--- config.mk ---
export PLATFORM = sky130hd
export DESIGN_NAME = bin_packing_feasibility_flat
export DESIGN_NICKNAME = d
export VERILOG_FILES = /design/src/rtl/core/bpf_pkg.sv /design/src/rtl/core/bpf_if.sv /design/src/rtl/core/bin_packing_feasibility.sv /design/src/rtl/core/bpf_core.sv /design/src/flat_wrapper.sv
export SDC_FILE = /design/constraint.sdc
export NUM_CORES = 1
export LEC_CHECK = 0
export BUFFER_PORTS_ARGS = -buffer_cell sky130_fd_sc_hd__buf_4
export CAP_MARGIN = 5
export CORE_ASPECT_RATIO = 0.7
export CORE_MARGIN = 1
export CORE_UTILIZATION = 57
export CTS_CLUSTER_DIAMETER = 40
export DETAILED_ROUTE_END_ITERATION = 6
export PLACE_DENSITY = 0.78
export SYNTH_ARGS = -nofsm -noshare
export SYNTH_HDL_FRONTEND = slang
export SYNTH_SLANG_ARGS = --single-unit
--- constraint.sdc ---
create_clock -name clk -period 3.5 [get_ports clk]
set_input_delay 0.7 -clock clk [delete_from_list [all_inputs] [get_ports clk]]
set_output_delay 0.7 -clock clk [all_outputs]
set_load 0.01 [all_outputs]
--- src/rtl/core/bpf_pkg.sv ---
// Package for the bin packing feasibility block.
// Holds the default sizes, the command codes and the structs that the
// top level and the search core exchange. No dependencies.
package bpf_pkg;

  localparam int MAX_BINS_DEF   = 8;
  localparam int MAX_ITEMS_DEF  = 16;
  localparam int SIZE_WIDTH_DEF = 16;

  // Widths of the command and value fields on the input channel.
  localparam int CMD_W   = 2;
  localparam int VALUE_W = 16;

  typedef enum logic [CMD_W-1:0] {
    CMD_LOAD_BIN  = 2'd0,
    CMD_LOAD_ITEM = 2'd1,
    CMD_CHECK     = 2'd2
  } cmd_t;

  // One accepted beat, decoded.
  typedef struct packed {
    logic load_bin;
    logic load_item;
    logic check;
  } req_t;

  // Status from the search core back to the top level.
  typedef struct packed {
    logic idle;
    logic done;
    logic feasible;
    logic dropped;
  } status_t;

endpackage

--- src/rtl/core/bpf_if.sv ---
// Channel interfaces of the bin packing feasibility block.
// Depends on bpf_pkg for the field widths.
interface bpf_in_if;
  logic                        valid;
  logic                        ready;
  logic [bpf_pkg::CMD_W-1:0]   command;
  logic [bpf_pkg::VALUE_W-1:0] value;

  modport source (output valid, output command, output value, input ready);
  modport sink   (input valid, input command, input value, output ready);
endinterface

interface bpf_out_if;
  logic valid;
  logic ready;
  logic feasible;
  logic overflowed;

  modport source (output valid, output feasible, output overflowed, input ready);
  modport sink   (input valid, input feasible, input overflowed, output ready);
endinterface

--- src/rtl/core/bin_packing_feasibility.sv ---
// Bin loads, and item loads into an empty store, are written as they are taken; other item
// loads move each smaller stored size up one place until the new size lands. A check sums
// the item sizes and the bin rooms, then searches level by level: it skips bins too small,
// compares a fitting bin with each lower bin, and backtracks, run by one sequencer.
// The result beat is registered; loads are taken while it waits. Reset is synchronous,
// active low, and empties both stores and the overflow flag.
module bin_packing_feasibility #(
  parameter int MAX_BINS   = bpf_pkg::MAX_BINS_DEF,
  parameter int MAX_ITEMS  = bpf_pkg::MAX_ITEMS_DEF,
  parameter int SIZE_WIDTH = bpf_pkg::SIZE_WIDTH_DEF
) (
  input  logic      clk,
  input  logic      rst_n,
  bpf_in_if.sink    in_bus,
  bpf_out_if.source out_bus
);
  import bpf_pkg::*;

  req_t                          req;
  status_t                       status;
  logic                          in_accept;
  logic                          res_free;
  logic [SIZE_WIDTH+VALUE_W-1:0] value_ext;
  logic                          overflow_r;
  logic                          out_valid_r;
  logic                          out_feasible_r;
  logic                          out_overflowed_r;

  assign in_accept = in_bus.valid && in_bus.ready;
  assign value_ext = {{SIZE_WIDTH{1'b0}}, in_bus.value};

  always_comb begin
    req.load_bin  = in_accept && (cmd_t'(in_bus.command) == CMD_LOAD_BIN);
    req.load_item = in_accept && (cmd_t'(in_bus.command) == CMD_LOAD_ITEM);
    req.check     = in_accept && (cmd_t'(in_bus.command) == CMD_CHECK);
  end

  assign res_free = !out_valid_r || out_bus.ready;

  bpf_core #(
    .MAX_BINS   (MAX_BINS),
    .MAX_ITEMS  (MAX_ITEMS),
    .SIZE_WIDTH (SIZE_WIDTH)
  ) u_core (
    .clk      (clk),
    .rst_n    (rst_n),
    .req      (req),
    .value    (value_ext[SIZE_WIDTH-1:0]),
    .res_free (res_free),
    .status   (status)
  );

  always_ff @(posedge clk) begin
    if (!rst_n) begin
      overflow_r  <= 1'b0;
      out_valid_r <= 1'b0;
    end else begin
      if (status.done) begin
        out_valid_r      <= 1'b1;
        out_feasible_r   <= status.feasible;
        out_overflowed_r <= overflow_r;
        overflow_r       <= 1'b0;
      end else begin
        if (out_bus.ready) begin
          out_valid_r <= 1'b0;
        end
        if (status.dropped) begin
          overflow_r <= 1'b1;
        end
      end
    end
  end

  assign in_bus.ready       = status.idle;
  assign out_bus.valid      = out_valid_r;
  assign out_bus.feasible   = out_feasible_r;
  assign out_bus.overflowed = out_overflowed_r;

endmodule

--- src/rtl/core/bpf_core.sv ---
// Search core: bin and item stores, sorted insertion and the backtracking
// search, all run by one sequencer.
// Depends on bpf_pkg.
module bpf_core #(
  parameter int MAX_BINS   = bpf_pkg::MAX_BINS_DEF,
  parameter int MAX_ITEMS  = bpf_pkg::MAX_ITEMS_DEF,
  parameter int SIZE_WIDTH = bpf_pkg::SIZE_WIDTH_DEF
) (
  input  logic                  clk,
  input  logic                  rst_n,
  input  bpf_pkg::req_t         req,
  input  logic [SIZE_WIDTH-1:0] value,
  input  logic                  res_free,
  output bpf_pkg::status_t      status
);
  import bpf_pkg::*;

  localparam int BW   = $clog2(MAX_BINS + 1);
  localparam int LW   = $clog2(MAX_ITEMS + 1);
  localparam int BIW  = (MAX_BINS > 1) ? $clog2(MAX_BINS) : 1;
  localparam int IIW  = (MAX_ITEMS > 1) ? $clog2(MAX_ITEMS) : 1;
  localparam int IXW  = (LW > BW) ? LW : BW;
  localparam int SUMW = SIZE_WIDTH + IXW;

  typedef enum logic [4:0] {
    S_IDLE, S_INS_RD, S_INS_CMP, S_INS_PUT,
    S_SUMI_RD, S_SUMI_ADD, S_SUMB_RD, S_SUMB_ADD, S_TEST,
    S_LVL, S_LVL_SZ, S_SCAN, S_SCAN_RD, S_DUP, S_DUP_RD, S_PLACE,
    S_BACK, S_BACK_RD, S_BACK_ADD, S_FIN
  } state_t;

  state_t                state_r;
  logic [BW-1:0]         bin_count_r;
  logic [LW-1:0]         item_count_r;
  logic [LW-1:0]         level_r;
  logic [LW-1:0]         pos_r;
  logic [IXW-1:0]        idx_r;
  logic [BW-1:0]         b_r;
  logic [BW-1:0]         j_r;
  logic [SIZE_WIDTH-1:0] val_r;
  logic [SIZE_WIDTH-1:0] sz_r;
  logic [SIZE_WIDTH-1:0] cand_room_r;
  logic [SUMW-1:0]       need_r;
  logic [SUMW-1:0]       have_r;
  logic                  feasible_r;

  logic [SIZE_WIDTH-1:0] bin_mem   [MAX_BINS];
  logic [SIZE_WIDTH-1:0] item_mem  [MAX_ITEMS];
  logic [BIW-1:0]        stack_mem [MAX_ITEMS];
  logic [SIZE_WIDTH-1:0] bin_rd_r;
  logic [SIZE_WIDTH-1:0] item_rd_r;
  logic [BIW-1:0]        stack_rd_r;

  logic                  bin_we, item_we, stack_we;
  logic [BIW-1:0]        bin_waddr, bin_raddr;
  logic [IIW-1:0]        item_waddr, item_raddr;
  logic [SIZE_WIDTH-1:0] bin_wdata, item_wdata;
  logic [LW-1:0]         pos_dec, level_dec;
  logic                  bins_full, items_full;

  assign pos_dec    = pos_r - LW'(1);
  assign level_dec  = level_r - LW'(1);
  assign bins_full  = (bin_count_r == BW'(MAX_BINS));
  assign items_full = (item_count_r == LW'(MAX_ITEMS));

  always_comb begin
    bin_we     = 1'b0;
    bin_waddr  = b_r[BIW-1:0];
    bin_wdata  = cand_room_r - sz_r;
    bin_raddr  = '0;
    item_we    = 1'b0;
    item_waddr = pos_r[IIW-1:0];
    item_wdata = val_r;
    item_raddr = '0;
    stack_we   = (state_r == S_PLACE);
    case (state_r)
      S_IDLE: begin
        if (req.load_bin && !bins_full) begin
          bin_we    = 1'b1;
          bin_waddr = bin_count_r[BIW-1:0];
          bin_wdata = value;
        end
        if (req.load_item && !items_full && item_count_r == '0) begin
          item_we    = 1'b1;
          item_waddr = '0;
          item_wdata = value;
        end
      end
      S_INS_RD:  item_raddr = pos_dec[IIW-1:0];
      S_INS_CMP: begin
        item_we = 1'b1;
        if (item_rd_r < val_r) begin
          item_wdata = item_rd_r;
        end
      end
      S_INS_PUT:  item_we = 1'b1;
      S_SUMI_RD:  item_raddr = idx_r[IIW-1:0];
      S_SUMB_RD:  bin_raddr = idx_r[BIW-1:0];
      S_LVL:      item_raddr = level_r[IIW-1:0];
      S_SCAN:     bin_raddr = b_r[BIW-1:0];
      S_DUP:      bin_raddr = j_r[BIW-1:0];
      S_PLACE:    bin_we = 1'b1;
      S_BACK:     item_raddr = level_dec[IIW-1:0];
      S_BACK_RD:  bin_raddr = stack_rd_r;
      S_BACK_ADD: begin
        bin_we    = 1'b1;
        bin_wdata = bin_rd_r + sz_r;
      end
      default: ;
    endcase
  end

  always_ff @(posedge clk) begin
    if (bin_we) begin
      bin_mem[bin_waddr] <= bin_wdata;
    end
    bin_rd_r <= bin_mem[bin_raddr];
  end

  always_ff @(posedge clk) begin
    if (item_we) begin
      item_mem[item_waddr] <= item_wdata;
    end
    item_rd_r <= item_mem[item_raddr];
  end

  // The stack is read at the level below the current one while backtracking.
  always_ff @(posedge clk) begin
    if (stack_we) begin
      stack_mem[level_r[IIW-1:0]] <= b_r[BIW-1:0];
    end
    stack_rd_r <= stack_mem[level_dec[IIW-1:0]];
  end

  always_ff @(posedge clk) begin
    if (!rst_n) begin
      state_r      <= S_IDLE;
      bin_count_r  <= '0;
      item_count_r <= '0;
      level_r      <= '0;
      feasible_r   <= 1'b0;
    end else begin
      case (state_r)
        S_IDLE: begin
          if (req.load_bin && !bins_full) begin
            bin_count_r <= bin_count_r + BW'(1);
          end
          if (req.load_item && !items_full) begin
            val_r <= value;
            pos_r <= item_count_r;
            if (item_count_r == '0) begin
              item_count_r <= item_count_r + LW'(1);
            end else begin
              state_r <= S_INS_RD;
            end
          end
          if (req.check) begin
            idx_r   <= '0;
            need_r  <= '0;
            have_r  <= '0;
            state_r <= S_SUMI_RD;
          end
        end
        S_INS_RD: state_r <= S_INS_CMP;
        S_INS_CMP: begin
          // A smaller neighbor moves up one place; otherwise the new size lands here.
          if (item_rd_r < val_r) begin
            pos_r   <= pos_dec;
            state_r <= (pos_dec == '0) ? S_INS_PUT : S_INS_RD;
          end else begin
            item_count_r <= item_count_r + LW'(1);
            state_r      <= S_IDLE;
          end
        end
        S_INS_PUT: begin
          item_count_r <= item_count_r + LW'(1);
          state_r      <= S_IDLE;
        end
        S_SUMI_RD: begin
          if (idx_r == IXW'(item_count_r)) begin
            idx_r   <= '0;
            state_r <= S_SUMB_RD;
          end else begin
            state_r <= S_SUMI_ADD;
          end
        end
        S_SUMI_ADD: begin
          need_r  <= need_r + SUMW'(item_rd_r);
          idx_r   <= idx_r + IXW'(1);
          state_r <= S_SUMI_RD;
        end
        S_SUMB_RD: begin
          state_r <= (idx_r == IXW'(bin_count_r)) ? S_TEST : S_SUMB_ADD;
        end
        S_SUMB_ADD: begin
          have_r  <= have_r + SUMW'(bin_rd_r);
          idx_r   <= idx_r + IXW'(1);
          state_r <= S_SUMB_RD;
        end
        S_TEST: begin
          // When the items outweigh the total room no packing can exist.
          if (need_r > have_r) begin
            feasible_r <= 1'b0;
            state_r    <= S_FIN;
          end else begin
            level_r <= '0;
            state_r <= S_LVL;
          end
        end
        S_LVL: begin
          if (level_r >= item_count_r) begin
            feasible_r <= 1'b1;
            state_r    <= S_FIN;
          end else begin
            state_r <= S_LVL_SZ;
          end
        end
        S_LVL_SZ: begin
          sz_r    <= item_rd_r;
          b_r     <= '0;
          state_r <= S_SCAN;
        end
        S_SCAN: begin
          state_r <= (b_r >= bin_count_r) ? S_BACK : S_SCAN_RD;
        end
        S_SCAN_RD: begin
          if (bin_rd_r < sz_r) begin
            b_r     <= b_r + BW'(1);
            state_r <= S_SCAN;
          end else begin
            cand_room_r <= bin_rd_r;
            j_r         <= '0;
            state_r     <= S_DUP;
          end
        end
        S_DUP: begin
          state_r <= (j_r == b_r) ? S_PLACE : S_DUP_RD;
        end
        S_DUP_RD: begin
          // An earlier bin with the same room already covers this choice.
          if (bin_rd_r == cand_room_r) begin
            b_r     <= b_r + BW'(1);
            state_r <= S_SCAN;
          end else begin
            j_r     <= j_r + BW'(1);
            state_r <= S_DUP;
          end
        end
        S_PLACE: begin
          level_r <= level_r + LW'(1);
          state_r <= S_LVL;
        end
        S_BACK: begin
          if (level_r == '0) begin
            feasible_r <= 1'b0;
            state_r    <= S_FIN;
          end else begin
            level_r <= level_dec;
            state_r <= S_BACK_RD;
          end
        end
        S_BACK_RD: begin
          b_r     <= BW'(stack_rd_r);
          sz_r    <= item_rd_r;
          state_r <= S_BACK_ADD;
        end
        S_BACK_ADD: begin
          b_r     <= b_r + BW'(1);
          state_r <= S_SCAN;
        end
        S_FIN: begin
          if (res_free) begin
            bin_count_r  <= '0;
            item_count_r <= '0;
            level_r      <= '0;
            state_r      <= S_IDLE;
          end
        end
        default: state_r <= S_IDLE;
      endcase
    end
  end

  always_comb begin
    status.idle     = (state_r == S_IDLE);
    status.done     = (state_r == S_FIN) && res_free;
    status.feasible = feasible_r;
    status.dropped  = (state_r == S_IDLE) &&
                      ((req.load_bin && bins_full) || (req.load_item && items_full));
  end

endmodule

--- src/flat_wrapper.sv ---
// flat-port wrapper written by rule: the top's interface ports become plain ports
module bin_packing_feasibility_flat import bpf_pkg::*;
#(
  parameter int MAX_BINS   = bpf_pkg::MAX_BINS_DEF,
  parameter int MAX_ITEMS  = bpf_pkg::MAX_ITEMS_DEF,
  parameter int SIZE_WIDTH = bpf_pkg::SIZE_WIDTH_DEF
)
  (clk, rst_n, in_bus_valid, in_bus_command, in_bus_value, in_bus_ready, out_bus_valid, out_bus_feasible, out_bus_overflowed, out_bus_ready);
  bpf_in_if in_bus_i ();
  bpf_out_if out_bus_i ();
  input  logic clk;
  input  logic rst_n;
  input wire logic [$bits(in_bus_i.valid)-1:0] in_bus_valid;
  input wire logic [$bits(in_bus_i.command)-1:0] in_bus_command;
  input wire logic [$bits(in_bus_i.value)-1:0] in_bus_value;
  output wire logic [$bits(in_bus_i.ready)-1:0] in_bus_ready;
  output wire logic [$bits(out_bus_i.valid)-1:0] out_bus_valid;
  output wire logic [$bits(out_bus_i.feasible)-1:0] out_bus_feasible;
  output wire logic [$bits(out_bus_i.overflowed)-1:0] out_bus_overflowed;
  input wire logic [$bits(out_bus_i.ready)-1:0] out_bus_ready;
  assign in_bus_i.valid = in_bus_valid;
  assign in_bus_i.command = in_bus_command;
  assign in_bus_i.value = in_bus_value;
  assign in_bus_ready = in_bus_i.ready;
  assign out_bus_valid = out_bus_i.valid;
  assign out_bus_feasible = out_bus_i.feasible;
  assign out_bus_overflowed = out_bus_i.overflowed;
  assign out_bus_i.ready = out_bus_ready;
  bin_packing_feasibility #(.MAX_BINS(MAX_BINS), .MAX_ITEMS(MAX_ITEMS), .SIZE_WIDTH(SIZE_WIDTH)) u_core (.clk(clk), .rst_n(rst_n), .in_bus(in_bus_i), .out_bus(out_bus_i));
endmodule
Yosys cells after proc, flatten, opt, wreduce, memory -nomap -nowiden
Memories as Yosys holds them, arrays and structs flattened. A register that Yosys moved wholly into a read port is not among the register bits.
Index checks and enable logic that the tools add are counted.

operators by class
  add/sub/neg operators = 12
  $mul = 0
  div/mod/pow operators = 0
  order comparisons = 5
  equality and inequality tests = 46
  shift operators = 0
  mux-type cells = 68
  bitwise logic cells = 2
  reduce and logical (&&, ||, !) cells = 53

operators by type and width
  kind                                            number
  case mux 5 bit (18 select lines)                1
  case mux 21 bit (2 select lines)                2
  two-way mux 5 bit                               16
  case mux 16 bit (2 select lines)                2
  two-way mux 16 bit                              3
  adder 21 x 16 -> 21 bit                         2
  == test 5 x 4 -> 1 bit (second input constant)  8
  case mux 5 bit (4 select lines)                 2
  two-way mux 4 bit                               9
  != test 2 bit (second input constant)           17
  less-than comparator 16 bit                     2
  == test 5 bit (second input constant)           5
  AND reduction 4 bit                             6
  greater-than comparator 21 bit                  1
  two-way mux 21 bit                              1
  == test 5 x 3 -> 1 bit (second input constant)  4
  zero test 5 bit                                 4
  case mux 4 bit (5 select lines)                 1
  AND reduction 3 bit                             6
  adder 16 bit                                    1
  == test 16 bit                                  1
  case mux 4 bit (2 select lines)                 2
  case mux 4 bit (4 select lines)                 1
  subtractor 16 bit                               1
  other kinds (34)                                88

word-level totals
  bits in registers = 132
  bits in latches = 0
  RAM bits = 432
  ROM bits = 0
  bits of input ports = 22
  output and inout port bits = 4
  word-level logic and storage cells = 207
  memories kept = 3

memories
  name                     depth  width  read ports  clocked after Yosys merged registers in  write ports  RTL line        RTL
  u_core.u_core.item_mem   16     16     1           1                                        1            bpf_core.sv:48  logic [SIZE_WIDTH-1:0] item_mem [MAX_ITEMS];
  u_core.u_core.bin_mem    8      16     1           1                                        1            bpf_core.sv:47  logic [SIZE_WIDTH-1:0] bin_mem [MAX_BINS];
  u_core.u_core.stack_mem  16     3      1           1                                        1            bpf_core.sv:49  logic [BIW-1:0] stack_mem [MAX_ITEMS];

Longest topological paths before layout
  word-level depth = 9
  mapped depth = 13
  depth with buffers taken out = 13

By module
A second synthesis with hierarchy kept.

unflattened totals
  cell total of the unflattened synthesis = 2489
  area, all modules = 29084.1 µm²

modules (own cells, without submodules)
  module                   times used  cells an instance  area an instance (µm²)  seq. area each (µm²)
  bpf_core                 1           2476               28902.7                 17316.6
  bin_packing_feasibility  1           13                 181.4                   100.1

Least setup slack after synthesis
OpenSTA, ideal clock, no wires.

  path type = flip-flop to flip-flop
  start = register u_core.u_core.state_r[2]
  end = memory u_core.u_core.item_mem[9][0] (netlist name) (enable)
  library setup time = 0.436 ns
  data arrival time = 3.010 ns
  data required time = 3.064 ns
  setup slack = 0.054 ns
  stages on the path, launching flop included = 7
  buffers on the path = 1
  period minus slack after synthesis = 3.446 ns
  cell sequence = dfxtp_1 buf_2 nor2_1 nand2_1 nor2_1 nand2_1 nor4b_1

between the ends
  word-level cells in the longest chain between the ends = 9
  elaborated cells on any way between the ends = 14
  classes of those cells = eq/ne (2); mux (6); reduce/logical (6)

RTL lines
  item                                     RTL line                         RTL
  from (decl)                              bpf_core.sv:32                   state_t state_r;
  from (signal assigned)                   bpf_core.sv:169                  state_r <= (pos_dec == '0) ? S_INS_PUT : S_INS_RD;
  from (signal assigned)                   bpf_core.sv:193                  state_r <= (idx_r == IXW'(bin_count_r)) ? S_TEST : S_SUMB_ADD;
  from (signal assigned)                   bpf_core.sv:224                  state_r <= (b_r >= bin_count_r) ? S_BACK : S_SCAN_RD;
  zero test 5 bit                          bpf_core.sv:76, bpf_core.sv:285
  logical AND 1 bit                        bin_packing_feasibility.sv:29    assign in_accept = in_bus.valid && in_bus.ready;
  logical AND 1 bit                        bin_packing_feasibility.sv:34    req.load_item = in_accept && (cmd_t'(in_bus.command) == CMD_LOAD_ITEM);
  logical AND 1 bit (2 in a row)           bpf_core.sv:83                   if (req.load_item && !items_full && item_count_r == '0) begin
  two-way mux 1 bit                        bpf_core.sv:83
  case mux 1 bit (2 select lines)          bpf_core.sv:76                   case (state_r)
  two-way mux 1 bit                        bpf_core.sv:121                  if (item_we) begin
  two-way mux 1 bit (implied by the code)  bpf_core.sv:122                  item_mem[item_waddr] <= item_wdata;
  to (decl)                                bpf_core.sv:48

Parallel ways exist; a longest one is shown, timed or not.

Worst setup path after layout
  start = register u_core.u_core.cand_room_r[0]
  end = memory u_core.u_core.bin_mem[5][14] (netlist name), data pin

between the ends
  word-level cells in the longest chain between the ends = 3

RTL lines
  item                                   RTL line         RTL
  from (decl)                            bpf_core.sv:42   logic [SIZE_WIDTH-1:0] cand_room_r;
  from (signal assigned)                 bpf_core.sv:231  cand_room_r <= bin_rd_r;
  subtractor 16 bit (*)                  bpf_core.sv:69   bin_wdata = cand_room_r - sz_r;
  two-way mux 16 bit                     bpf_core.sv:78   if (req.load_bin && !bins_full) begin
  case mux 16 bit (2 select lines) (*)   bpf_core.sv:76
  named net u_core.u_core.bin_wdata[14]  bpf_core.sv:57   logic [SIZE_WIDTH-1:0] bin_wdata, item_wdata;
  to (decl)                              bpf_core.sv:47

Mark *: on every way through the listed nets, which the timed path passes. The rest lies on a longest branch.

==> reports/metrics.yaml <==
status:
  status: "complete, no violations"
timing:
  relSlewSlack_pct: 33.90
  finalSetupViolCount: 0
  fin_ws_ns: 0.02549
  rsz0062_at_grt: "true"
  fmax_mhz: 287.8
  min_period_over_period_pct: 99.27
  worst_pin_slew_ns: 0.9812
  skew_ns: 0.02233
  post-route-min-period_ns: 3.475
  final.setup.tns_ns: 0
  hold_viol: 0
  report.final.slew_viol_count: 0
logic_synthesis:
  netlist_area_um2: 28820
  yosys.cell_types.count: 83
  syn_inst: 2431
  ys_seq_area_share_pct: 60.44
  yosys_warnings: 0
  ys_ff_latch: 599
  netlist.area_leader.share_pct: 56.48
  yosys-top-cells-count: "542 x edfxtp_1, 320 x nand2_1, 146 x nor2_1"
  synth.avg_cell_area_um2: 11.85
  synth_edf_count: 542
  synth_flop_cell: "edfxtp_1"
  yosys.area.top_type: "edfxtp_1"
  yosys.cell_count.top_type: "edfxtp_1"
  async_flop_share_pct: 0
  synth_area_leaders: "edfxtp_1 56%, ha_1 5.9%, nand2_1 4.2%"
  syn-num-nets: 2594
clock_tree:
  path_clk_slew_ns: 0.06
  holdBufCountCts: 0
  cts_tree: "built"
  cts.sinks: 599
  max-clock-path-buffers: 3
  cts_root_buffer: "clkbuf_16"
  insertion_delay_ns: 0.59
  htree_levels: 3
  cts_buffers: 67
cells_and_area:
  seq_area_um2: 17420
  nFillCells: 3544
  drive_gt1_share_pct: 12.92
  antennaDiodeCount: 0
  fin_nets: 2679
  multiInputGateArea_um2: 10700
  syn2layout_area_growth_pct: 13.60
route:
  wl_per_cell_um: 22.08
  detail-route-antenna-nets: 0
  drt_iter0_drc: 2639
  vias: 20180
  drt_first_pass_iters: 5
  routed_wl_mm: 71.44
  drt_drc_violations_left: 0
  via_per_inst: 6.238
critical_path:
  critPathMaxFanout: 8
  cp.required_ns: 3.83
  cp_data_arrival_time_ns: 3.80
  cp-end-kind: "flop"
  startpoint_type: "flop"
  path_class: "flop to flop"
global_route:
  grt_first_pass_wirelength_mm: 109.0
  grt_max_degree: 65
  grt_pass1_vias: 18950
  grt.total_usage_pct: 27.59
  antenna_found_initial: 1
  grt_overflow: 0
die:
  die_area_um2: 51470
  core_um2: 49600
  start_util_pct: 58.09
  row_count: 68
  die_h_um: 190.1
  io_pins: 26
  die_x_um: 270.7
power:
  power.total_mw: 18.43
  p_leak_nw: 11.65
  ir_drop_mv: 0.6025
  p_per_area_nw_per_um2: 563.0
placement:
  gp_congestion: 0.9155
  numPortBuffers: 25
  pre_cts_slack_ns: -0.1579
  hpwl_mm: 46.29
hold_path:
  hold_path.class: "primary input to flop"
run:
  maxCapViolCount: 0
## registers in the layout, summed over array words and instances (netlist names), 3 cells and up
register	count
u_core.u_core.stack_mem	48
u_core.u_core.item_count_r	5
u_core.u_core.pos_r	5
u_core.u_core.item_mem	256
u_core.u_core.stack_rd_r	3
u_core.u_core.b_r	4
u_core.u_core.j_r	4
u_core.u_core.have_r	21
u_core.u_core.item_rd_r	16
u_core.u_core.cand_room_r	16
u_core.u_core.sz_r	16
u_core.u_core.bin_rd_r	16
u_core.u_core.idx_r	5
u_core.u_core.val_r	16
u_core.u_core.bin_count_r	4
u_core.u_core.level_r	5
u_core.u_core.state_r	5
u_core.u_core.bin_mem	128
u_core.u_core.need_r	21
## what timing repair did
| item | in CTS | in global routing |
|---|---|---|
| pin swaps | 6 | 5 |
| setup endpoints to repair | 16 | 192 |
| setup buffers | 2 | 2 |
| resized for setup | 7 | 23 |
## cell families after synthesis
logic type,synth area share (%)
flip-flops,60.44
buffers and inverters,3.270
multiplexers,1.798
AO/OA/AOI/OAI,11.80
AND/OR/NAND/NOR,13.43
XOR/XNOR,3.040
adder cells (fa/ha/maj),6.227
## stage by stage
| step | util [%] | hold slack, ns | instances | cell area, um^2 |
|---|---|---|---|---|
| after floorplan | - | 0.4005 | 2431 | 28820 |
| after global placement | 61.10 | 0.4294 | 3108 | 30310 |
| after detailed placement | 61.10 | 0.4309 | 3108 | 30310 |
| after CTS | 65.75 | 0.3123 | 3233 | 32610 |
| after global routing | 65.99 | 0.3117 | 3235 | 32730 |
| final | 65.99 | 0.3293 | 3235 | 32730 |
## worst max-delay path: stages, from the launching register on
cell	delay, ns
edfxtp_1	0.39
inv_2	0.08
ha_4	0.13
inv_2	0.04
fa_2	0.39
a21o_1	0.23
a211oi_2	0.28
nor2_2	0.09
o41ai_4	0.28
o211ai_1	0.20
or4_1	0.45
a31oi_2	0.21
xor2_1	0.16
o221ai_1	0.12
buf_4	0.18
## cells in the final DEF, fill, tap and decap left out, types with 18 or more instances in the layout
cell	count
a211oi_1	106
nor2b_1	20
mux2i_1	18
inv_1	104
buf_4	127
nor2_1	136
o21ai_0	80
dfxtp_1	57
nand3_1	112
xor2_1	32
clkbuf_16	68
ha_1	136
and2_0	38
a21o_1	26
xnor2_1	68
nor3_1	44
and2_1	34
nand2b_1	27
a21oi_1	100
a31oi_1	43
a22oi_1	29
edfxtp_1	542
nand2_1	320
## per-layer routing
| metal | vias to the layer above | global-route usage (%) | share of wire (%) |
|---|---|---|---|
| li1 | 9204 | - | - |
| met3 | 116 | 4.695 | 9.4 |
| met4 | 0 | 7.432 | 2.2 |
| met1 | 9858 | 41.42 | 43 |
| met5 | - | 0 | 0 |
| met2 | 1002 | 41.62 | 45 |
## area by class of cell
cell class,instances,area share [%]
clock inverters,43,1.518
well taps,665,2.542
inverters,107,1.227
repair buffers,135,3.402
multi-input cells,1606,32.67
flip-flops and latches,599,53.21
clock buffers,80,5.428
## report_power, final
group	switching, mW	internal (mW)	total [mW]
registers	0.213	8.15	8.37
logic	1.80	1.06	2.86
clock network	3.02	4.18	7.20
## path summary, 6_finish.rpt
check	from	endpoint	slack (ns)	depth (start not counted)
hold reg to reg	u_core.overflow_r	u_core.out_bus.overflowed	0.46	0
setup reg to reg	u_core.u_core.cand_room_r[0]	u_core.u_core.bin_mem[5][14]	0.03	14
hold / removal	in_bus_value[0]	u_core.u_core.val_r[0]	0.33	1
setup / recovery	u_core.u_core.cand_room_r[0]	u_core.u_core.bin_mem[5][14]	0.03	14
Power figures use the tool's default switching activity.
